==> src/rtl/arqrx_pkg.sv <==
// Package with the packet layout constants, event codes and CRC-16 functions of the ARQ receiver.
package arqrx_pkg;

    localparam int DATA_BYTES = 8;
    localparam int RING_SLOTS = 16;
    localparam int HDR_BYTES  = 4;
    localparam int PKT_BYTES  = HDR_BYTES + DATA_BYTES + 2;
    localparam int CNT_W      = $clog2(PKT_BYTES);
    localparam int PAY_IDX_W  = (DATA_BYTES > 1) ? $clog2(DATA_BYTES) : 1;
    localparam int SLOT_W     = (RING_SLOTS > 1) ? $clog2(RING_SLOTS) : 1;

    localparam logic [15:0] CRC_POLY = 16'h2110;

    typedef enum logic [2:0] {
        EV_CRC_BAD  = 3'd0,
        EV_ACK_RX   = 3'd1,
        EV_NACK_RX  = 3'd2,
        EV_DATA_OK  = 3'd3,
        EV_OUT_SEQ  = 3'd4
    } t_event;

    localparam logic [1:0] REPLY_NONE = 2'd0;
    localparam logic [1:0] REPLY_ACK  = 2'd1;
    localparam logic [1:0] REPLY_NACK = 2'd2;

    localparam logic [15:0] TYPE_ACK  = 16'd1;
    localparam logic [15:0] TYPE_NACK = 16'd2;

    typedef logic [31:0][15:0] t_crc_cols;

    // One byte through the MSB-first CRC register, message bits shifted in at the bottom.
    function automatic logic [15:0] crc_byte(logic [15:0] rem, logic [7:0] b);
        logic [15:0] r;
        logic        top;
        r = rem;
        for (int i = 7; i >= 0; i--) begin
            top = r[15];
            r   = {r[14:0], b[i]};
            if (top) begin
                r = r ^ CRC_POLY;
            end
        end
        return r;
    endfunction

    // The reply CRC starts from zero, so it is linear in the header bits. Each column
    // is the CRC of a reply whose header has a single bit set.
    function automatic t_crc_cols build_cols();
        t_crc_cols   cols;
        logic [15:0] r;
        logic [31:0] hdr;
        for (int k = 0; k < 32; k++) begin
            r   = 16'h0000;
            hdr = 32'h1 << k;
            for (int j = 0; j < HDR_BYTES; j++) begin
                r = crc_byte(r, hdr[8*j +: 8]);
            end
            for (int j = 0; j < DATA_BYTES + 2; j++) begin
                r = crc_byte(r, 8'h00);
            end
            cols[k] = r;
        end
        return cols;
    endfunction

    localparam t_crc_cols CRC_COLS = build_cols();

    // Header is {seq, type}, little-endian on the wire.
    function automatic logic [15:0] reply_crc(logic [31:0] hdr);
        logic [15:0] r;
        r = 16'h0000;
        for (int k = 0; k < 32; k++) begin
            if (hdr[k]) begin
                r = r ^ CRC_COLS[k];
            end
        end
        return r;
    endfunction

endpackage

==> src/rtl/arq_packet_receiver_top.sv <==
// Top level of the ARQ packet receiver: packet assembly, CRC check and reply generation.
//
//  Channel | Valid       | Ready       | Payload
//  --------+-------------+-------------+---------------------------------------------
//  in      | i_in_valid  | o_in_ready  | i_rx_byte
//  out     | o_out_valid | i_out_ready | o_event_res, o_packet_seq, o_payload,
//          |             |             | o_ring_slot, o_reply_valid/type/seq/crc
//
// One byte is taken per cycle unless the last byte stalls; the CRC step and header bookkeeping finish in that cycle.
// The last byte of a packet places its result in the output register, which presents it in the following cycle.
// Reset (synchronous, active low) clears the byte count, CRC, header, payload and
// expected sequence number.
// Only the last byte of a packet stalls, and only while the previous result is still
// waiting to be taken; all other bytes are accepted regardless of the output side.
module arq_packet_receiver_top
    import arqrx_pkg::*;
(
    input  logic        i_clk,
    input  logic        i_rst_n,
    input  logic        i_in_valid,
    output logic        o_in_ready,
    input  logic [7:0]  i_rx_byte,
    output logic        o_out_valid,
    input  logic        i_out_ready,
    output logic [2:0]  o_event_res,
    output logic [15:0] o_packet_seq,
    output logic [63:0] o_payload,
    output logic [3:0]  o_ring_slot,
    output logic        o_reply_valid,
    output logic [1:0]  o_reply_type,
    output logic [15:0] o_reply_seq,
    output logic [15:0] o_reply_crc
);

    logic [CNT_W-1:0]  r_count, n_count;
    logic [15:0]       r_crc, n_crc;
    logic [31:0]       r_header, n_header;
    logic [63:0]       r_payload, n_payload;
    logic [15:0]       r_exp_seq, n_exp_seq;
    logic [SLOT_W-1:0] r_exp_slot, n_exp_slot;

    logic              r_out_valid;
    t_event            r_event, n_event;
    logic [15:0]       r_pkt_seq;
    logic [63:0]       r_out_payload;
    logic [3:0]        r_slot, n_slot;
    logic              r_rep_valid, n_rep_valid;
    logic [1:0]        r_rep_type, n_rep_type;
    logic [15:0]       r_rep_seq, n_rep_seq;
    logic [15:0]       r_rep_crc, n_rep_crc;

    logic                 last_byte;
    logic                 in_xfer;
    logic [15:0]          pkt_type;
    logic [15:0]          pkt_seq;
    logic [PAY_IDX_W-1:0] pay_idx;
    logic [CNT_W-1:0]     cnt_m4;

    assign last_byte  = (r_count == CNT_W'(PKT_BYTES - 1));
    assign o_in_ready = !last_byte || !r_out_valid || i_out_ready;
    assign in_xfer    = i_in_valid && o_in_ready;
    assign pkt_type   = r_header[15:0];
    assign pkt_seq    = r_header[31:16];
    assign cnt_m4     = r_count - CNT_W'(HDR_BYTES);
    assign pay_idx    = cnt_m4[PAY_IDX_W-1:0];

    // Byte assembly and running CRC.
    always_comb begin
        n_count   = r_count;
        n_crc     = r_crc;
        n_header  = r_header;
        n_payload = r_payload;
        if (in_xfer) begin
            if (last_byte) begin
                n_count   = '0;
                n_crc     = 16'h0000;
                n_header  = '0;
                n_payload = '0;
            end else begin
                n_count = r_count + CNT_W'(1);
                n_crc   = crc_byte(r_crc, i_rx_byte);
                if (r_count < CNT_W'(HDR_BYTES)) begin
                    n_header[8*r_count[1:0] +: 8] = i_rx_byte;
                end else if (r_count < CNT_W'(HDR_BYTES + DATA_BYTES)) begin
                    n_payload[8*pay_idx +: 8] = i_rx_byte;
                end
            end
        end
    end

    // Packet classification on the final CRC byte.
    always_comb begin
        logic [15:0] final_crc;
        final_crc   = crc_byte(r_crc, i_rx_byte);
        n_exp_seq   = r_exp_seq;
        n_exp_slot  = r_exp_slot;
        n_slot      = 4'd0;
        n_rep_valid = 1'b0;
        n_rep_type  = REPLY_NONE;
        n_rep_seq   = 16'h0000;
        priority if (final_crc != 16'h0000) begin
            n_event = EV_CRC_BAD;
        end else if (pkt_type == TYPE_ACK) begin
            n_event = EV_ACK_RX;
        end else if (pkt_type == TYPE_NACK) begin
            n_event = EV_NACK_RX;
        end else if (pkt_seq == r_exp_seq) begin
            n_event     = EV_DATA_OK;
            n_slot      = 4'(r_exp_slot);
            n_rep_valid = 1'b1;
            n_rep_type  = REPLY_ACK;
            n_rep_seq   = pkt_seq;
            n_exp_seq   = r_exp_seq + 16'd1;
            // The slot follows the expected number modulo the slot count and
            // restarts at zero when the sequence number wraps.
            if (r_exp_seq == 16'hFFFF || r_exp_slot == SLOT_W'(RING_SLOTS - 1)) begin
                n_exp_slot = '0;
            end else begin
                n_exp_slot = r_exp_slot + SLOT_W'(1);
            end
        end else begin
            n_event     = EV_OUT_SEQ;
            n_rep_valid = 1'b1;
            n_rep_type  = REPLY_NACK;
            n_rep_seq   = r_exp_seq;
        end
        n_rep_crc = n_rep_valid ? reply_crc({n_rep_seq, 14'd0, n_rep_type}) : 16'h0000;
    end

    always_ff @(posedge i_clk) begin
        if (!i_rst_n) begin
            r_count    <= '0;
            r_crc      <= 16'h0000;
            r_header   <= '0;
            r_payload  <= '0;
            r_exp_seq  <= 16'h0000;
            r_exp_slot <= '0;
        end else begin
            r_count   <= n_count;
            r_crc     <= n_crc;
            r_header  <= n_header;
            r_payload <= n_payload;
            if (in_xfer && last_byte) begin
                r_exp_seq  <= n_exp_seq;
                r_exp_slot <= n_exp_slot;
            end
        end
    end

    always_ff @(posedge i_clk) begin
        if (!i_rst_n) begin
            r_out_valid <= 1'b0;
        end else if (in_xfer && last_byte) begin
            r_out_valid <= 1'b1;
        end else if (i_out_ready) begin
            r_out_valid <= 1'b0;
        end
    end

    always_ff @(posedge i_clk) begin
        if (in_xfer && last_byte) begin
            r_event       <= n_event;
            r_pkt_seq     <= pkt_seq;
            r_out_payload <= r_payload;
            r_slot        <= n_slot;
            r_rep_valid   <= n_rep_valid;
            r_rep_type    <= n_rep_type;
            r_rep_seq     <= n_rep_seq;
            r_rep_crc     <= n_rep_crc;
        end
    end

    assign o_out_valid   = r_out_valid;
    assign o_event_res   = r_event;
    assign o_packet_seq  = r_pkt_seq;
    assign o_payload     = r_out_payload;
    assign o_ring_slot   = r_slot;
    assign o_reply_valid = r_rep_valid;
    assign o_reply_type  = r_rep_type;
    assign o_reply_seq   = r_rep_seq;
    assign o_reply_crc   = r_rep_crc;

    // A stalled input can only be the last byte of a packet facing a full output register.
    a_stall_cause: assert property (@(posedge i_clk) disable iff (!i_rst_n)
        !o_in_ready |-> (last_byte && r_out_valid && !i_out_ready))
        else $error("input stalled without a pending result");

    // The final byte of a packet always yields a result in the next cycle.
    a_result_follows: assert property (@(posedge i_clk) disable iff (!i_rst_n)
        (in_xfer && last_byte) |=> (o_out_valid && r_count == '0))
        else $error("completed packet did not produce a result");

    // Replies go out exactly for accepted and out-of-order data packets.
    a_reply_events: assert property (@(posedge i_clk) disable iff (!i_rst_n)
        o_out_valid |-> (o_reply_valid ==
            (o_event_res == EV_DATA_OK || o_event_res == EV_OUT_SEQ)))
        else $error("reply flag disagrees with event");

    // The expected sequence number moves only on an accepted data transfer.
    a_exp_advance: assert property (@(posedge i_clk) disable iff (!i_rst_n)
        (r_exp_seq != $past(r_exp_seq)) |-> (o_out_valid && o_event_res == EV_DATA_OK
            && r_exp_seq == o_packet_seq + 16'd1))
        else $error("expected sequence number changed without accepted data");

    // The byte counter stays within one packet.
    a_count_range: assert property (@(posedge i_clk) disable iff (!i_rst_n)
        r_count <= CNT_W'(PKT_BYTES - 1))
        else $error("byte counter out of range");

endmodule
==> config.mk <==
export PLATFORM = sky130hd
export DESIGN_NAME = arq_packet_receiver_top
export DESIGN_NICKNAME = d
export VERILOG_FILES = /design/src/rtl/arqrx_pkg.sv /design/src/rtl/arq_packet_receiver_top.sv
export SDC_FILE = /design/constraint.sdc
export NUM_CORES = 1
export LEC_CHECK = 0
export ABC_CLOCK_PERIOD_IN_PS = 4830
export BUFFER_PORTS_ARGS = -buffer_cell sky130_fd_sc_hd__buf_2
export CAP_MARGIN = 20
export CORE_UTILIZATION = 50
export CTS_BUF_LIST = sky130_fd_sc_hd__clkbuf_8
export DETAILED_ROUTE_END_ITERATION = 10
export PLACE_DENSITY = 0.72
export SYNTH_ARGS = -nofsm -noshare
export SYNTH_HDL_FRONTEND = slang
export SYNTH_SLANG_ARGS = --single-unit
==> constraint.sdc <==
create_clock -name i_clk -period 4.83 [get_ports i_clk]
set_clock_uncertainty 0.15 [all_clocks]
set_input_delay 1.449 -clock i_clk [delete_from_list [all_inputs] [get_ports i_clk]]
set_output_delay 1.449 -clock i_clk [all_outputs]
set_load 0.1 [all_outputs]
---- After elaboration in Yosys (flattened, before gate mapping) ----
Cells that the tools add are included.
storage, ports and cells
  register bits after elaboration ......... 259
  bits in latches ......................... 0
  bits in writable memories ............... 0
  memory bits (read-only) ................. 0
  input bits .............................. 12
  output and inout bits ................... 124
  logic and storage cells ................. 162
  memories kept ........................... 0
cells by class
  $add $sub $neg .......................... 6
  multiply operators ...................... 0
  divide/modulo/power cells ............... 0
  order comparisons ....................... 2
  eq/ne operators ......................... 7
  shift-type cells ........................ 4
  muxes and demuxes ....................... 73
  bitwise operators ....................... 36
  reduce and logical (&&, ||, !) cells .... 17
operators with widths
  cell                       count
  $mux W16                   27
  $mux W14                   16
  $mux W64                   3
  $bwmux W64                 1
  $mux W32                   2
  $shift A8 B34 Y64 const A  1
  $shiftx A8 B34 Y64         1
  $mux W15                   4
  $not A5 Y5                 11
  $not A3 Y3                 15
  $not A7 Y7                 6
  $neg A5 Y34                1
  $neg A6 Y34                1
  $shift A8 B34 Y32 const A  1
  $shiftx A8 B34 Y32         1
  $bwmux W32                 1
  $mux W13                   2
  $add A16 B1 Y16 const B    1
  $eq A16 B1 Y1 const B      1
  $eq A16 B16 Y1             1
  $eq A16 B16 Y1 const B     1
  $eq A16 B2 Y1 const B      1
  $reduce_bool A16 Y1        1
  $mux W12                   1
  23 further kinds           44

---- Logic depth before layout (Yosys ltp) ----
  depth in word-level cells ............... 53
  mapped depth ............................ 13
  gate-level depth less buffers ........... 11

---- Least setup slack after synthesis ----
Ideal clock, no wire load.
  kind .................................... input to register
  start point ............................. input port i_out_ready
  end point ............................... register r_exp_seq[0]
  library setup time ...................... 0.128 ns
  data arrival time ....................... 4.946 ns
  required time ........................... 4.552 ns
  slack ................................... -0.394 ns
  cell stages on the path ................. 11
  path buffers ............................ 2
  cell sequence ........................... nand2b_1 or2_2 and2_1 clkbuf_1 nand2_2 inv_1 buf_2 nand3_1 nor3_1 xnor2_1 nor2_1
between the ends
  word-level cells in the longest chain between the ends .. 4
RTL lines
  item                                RTL line                        text
  start: declaration                  arq_packet_receiver_top.sv:24   input logic i_out_ready,
  $logic_or A1 B1 Y1                  arq_packet_receiver_top.sv:60   assign o_in_ready = !last_byte || !r_out_valid || i_out_ready;
  net o_in_ready                      arq_packet_receiver_top.sv:21   output logic o_in_ready,
  $logic_and A1 B1 Y1                 arq_packet_receiver_top.sv:61   assign in_xfer = i_in_valid && o_in_ready;
  $logic_and A1 B1 Y1                 arq_packet_receiver_top.sv:143  if (in_xfer && last_byte) begin
  $reduce_and A5 Y1 (no source line)  n/a
  end signal: assignment              arq_packet_receiver_top.sv:144  r_exp_seq <= n_exp_seq;
  end: declaration                    arq_packet_receiver_top.sv:39   logic [15:0] r_exp_seq, n_exp_seq;
The timed path passes the listed nets, and every way through them passes these cells.
A chain may end at the register's enable or synchronous reset.

---- Worst setup path after layout ----
  start point ............................. register r_count[0]
  end point ............................... output port o_in_ready
between the ends
  word-level cells in the longest chain between the ends .. 4
RTL lines
  item                             RTL line                        text
  start: declaration               arq_packet_receiver_top.sv:35   logic [CNT_W-1:0] r_count, n_count;
  start signal: assignment         arq_packet_receiver_top.sv:139  r_count <= n_count;
  $eq A4 B4 Y1                     arq_packet_receiver_top.sv:59   assign last_byte = (r_count == CNT_W'(PKT_BYTES - 1));
  $logic_not A1 Y1                 arq_packet_receiver_top.sv:60
  $logic_or A1 B1 Y1 (2 in a row)  arq_packet_receiver_top.sv:60
  end: declaration                 arq_packet_receiver_top.sv:21
Every way passes these cells.

==> impl_metrics.ini <==
[synth]
async_flop_share_pct = 0
avgSynthCellArea_sq_um = 10.4
ys_types = 57
synth-seq-area-share_pct = 58.3
ys_seq_elements = 255
netlist_instances = 1037
synth_edf_count = 118
yosysWarnings = 0
netlist_area_sq_mm = 0.0108
synth_ff_type = dfxtp_1

[clock_tree]
htreeDepth = 2
ctsResizeCount = 0
cts_hold_buffers = 0
tritoncts = built
clk_pin_slew_ps = 60
clk_path_buf_depth = 3
cts_buffers = 41
clock-sinks = 255
clock_latency_ps = 550
cts_root_buf = clkbuf_8
post-cts-setup-buffers = 0

[drt]
ant_nets = 0
viasPerCell = 5.52
dr_total_vias = 8089
drt_iter0_drc = 462
wl_um = 25300
post-route-drc-count = 0
wl_per_cell_um = 17.3
drtPass1Iterations = 5

[floorplan]
rows = 53
io_pins = 136
floorplan.initialDensity_pct = 51.1
dieArea_sq_mm = 0.0221
die_height_um = 149
dieWidth_um = 149
core_sq_mm = 0.0211

[place]
dp_hpwl_um = 16400
gp_congestion = 0.854
place_ws_ps = 519
io_buffers = 131

[timing]
hold_violations = 0
finalCriticalPeriod_ps = 4140
fmax_ghz = 0.242
slew_violations = 0
whs_ps = 278
slew_headroom_pct = 31.3
finalSetupViolations = 0
rsz0062_at_grt = no
setup_tns_ps = 0
tightest_slew_ps = 1020
setup_slack_ps = 693
fin_crit_sh_pct = 85.7

[finish]
register_area_sq_mm = 0.00629
syn2layout_area_growth_pct = 15.7
nFillCells = 1813
nets = 1179
diodes = 0
layout-drive-gt1-share_pct = 18.7
multi_input_area_sq_mm = 0.00416

[global_routing]
grt_usage_pct = 22.8
grt_overflow = 0
grt_pass1_wl_um = 39600
antenna_found_initial = 0
grt_max_degree = 62
first_global_vias = 7642

[critical_path]
critical_path_class = reg -> out
worstPathRequired_ps = 3230
critPathCaptureType = output pin
path_max_fanout = 17
crit_path_start_kind = flip-flop
worstPathArrival_ps = 2540

[power]
p_per_area_mw_per_mm2 = 386
ir_worst_vdd_mv = 0.318
p_leak_nw = 4.53

[worst_hold_path]
hold_class = reg -> reg

[flow_run]
max_cap_violations = 0

[outcome]
status = finished, final reports clean
per-stage QoR:
| stage | cell area (sq um) | total power, mW | cells | util (%) |
|---|---|---|---|---|
| after detailed placement | 11600 | 2.96 | 1389 | 55.1 |
| after CTS | 12500 | 4.85 | 1465 | 59.1 |
| after global placement | 11600 | 2.95 | 1389 | 55.1 |
| final | 12500 | 4.81 | 1465 | 59.1 |
| after global routing | 12500 | 5.01 | 1465 | 59.1 |
| after floorplan | 10800 | 2.87 | 1040 | - |
Yosys cell counts (3+ instances only):
cell	count	area (sq um)
or3_1	15	93.8
mux2i_1	5	50.1
nor2b_1	4	25.0
nand3_1	92	460
buf_4	5	37.5
xnor2_1	67	587
o21ai_1	5	25.0
a21oi_1	111	556
inv_1	9	33.8
nor3b_1	4	30.0
nor3_1	14	70.1
nand2_1	117	439
buf_1	5	18.8
and3_1	19	119
and2_1	14	87.6
nor2_1	74	278
clkbuf_1	54	203
nand3b_1	4	30.0
xnor3_1	3	67.6
xor2_1	26	228
and4_1	3	26.3
buf_2	8	40.0
nand4_1	14	87.6
nor4_1	11	68.8
a31oi_2	3	37.5
a22oi_1	25	188
dfxtp_1	137	2740
ha_1	10	125
o21ai_0	21	105
edfxtp_1	118	3540
o21a_1	3	22.5
nand2b_1	5	31.3
power breakdown:
part	total [mW]	internal (mW)	switching, mW
logic	0.575	0.253	0.323
clock network	1.89	1.05	0.838
registers	2.35	2.28	0.0656
total	4.81	3.59	1.23
layer usage:
metal	global-route usage [%]	up-vias	share of wire (%)	wire length [um]
met5	0	-	0	0
met4	7.04	0	1.9	486
met3	5.60	41	6.9	1740
met2	37.3	255	48	12100
met1	29.7	3890	43	11000
li1	-	3903	-	-
path summary, 6_finish.rpt:
check | end | cells after the start | startpoint | slack [ps]
worst max-delay path | o_in_ready | 4 | r_count[0] | 690
worst min-delay path | o_payload[56] | 0 | r_payload[56] | 280
worst max register to register | r_exp_seq[12] | 11 | r_count[1] | 1090
worst min register to register | o_payload[56] | 0 | r_payload[56] | 280
placed cells by master, fill, tap and decap left out, types with 15 or more instances in the layout:
cell type,instances
a21oi_1,111
a22oi_1,25
and3_1,19
buf_2,131
buf_4,15
clkbuf_8,47
dfxtp_1,137
edfxtp_1,118
inv_1,21
nand2_1,117
nand3_1,92
nor2_1,74
o21ai_0,20
or3_1,15
xnor2_1,67
xor2_1,26
layout make-up:
type / count / area share (%)
well taps: 275 / 2.76
clock inverters: 29 / 1.60
inverters: 11 / 0.361
clock buffers: 47 / 5.19
multi-input cells: 701 / 33.3
repair buffers: 147 / 6.32
flip-flops and latches: 255 / 50.4
cells by family (layout without fill, tap and decap cells):
family                     after synthesis  count (layout)  share of synthesized area, %
adders and majority gates               10              10                          1.16
xor gates and xnor gates               100             100                          9.00
and+or+nand+nor                        399             399                          17.8
buffers and inverters                   84             234                          3.26
muxes                                    6               6                         0.569
AOI/OAI and AO/OA                      182             182                          9.82
other                                    1               4                        0.0348
DFF                                    255             255                          58.3
registers in the layout, summed over array words and instances (netlist names):
register / cells
o_payload: 64
r_payload: 64
r_header: 32
o_packet_seq: 16
o_reply_seq: 16
r_crc: 16
r_exp_seq: 16
o_reply_crc: 12
o_ring_slot: 4
r_count: 4
r_exp_slot: 4
o_event_res: 3
o_reply_type: 2
o_out_valid: 1
o_reply_valid: 1
worst max-delay path: stages, from the launching register on:
cell and delay (ps):
dfxtp_1 690, ha_1 280, nand3_1 320, or2_2 420
buf_2 300
Power figures use the tool's default switching activity.
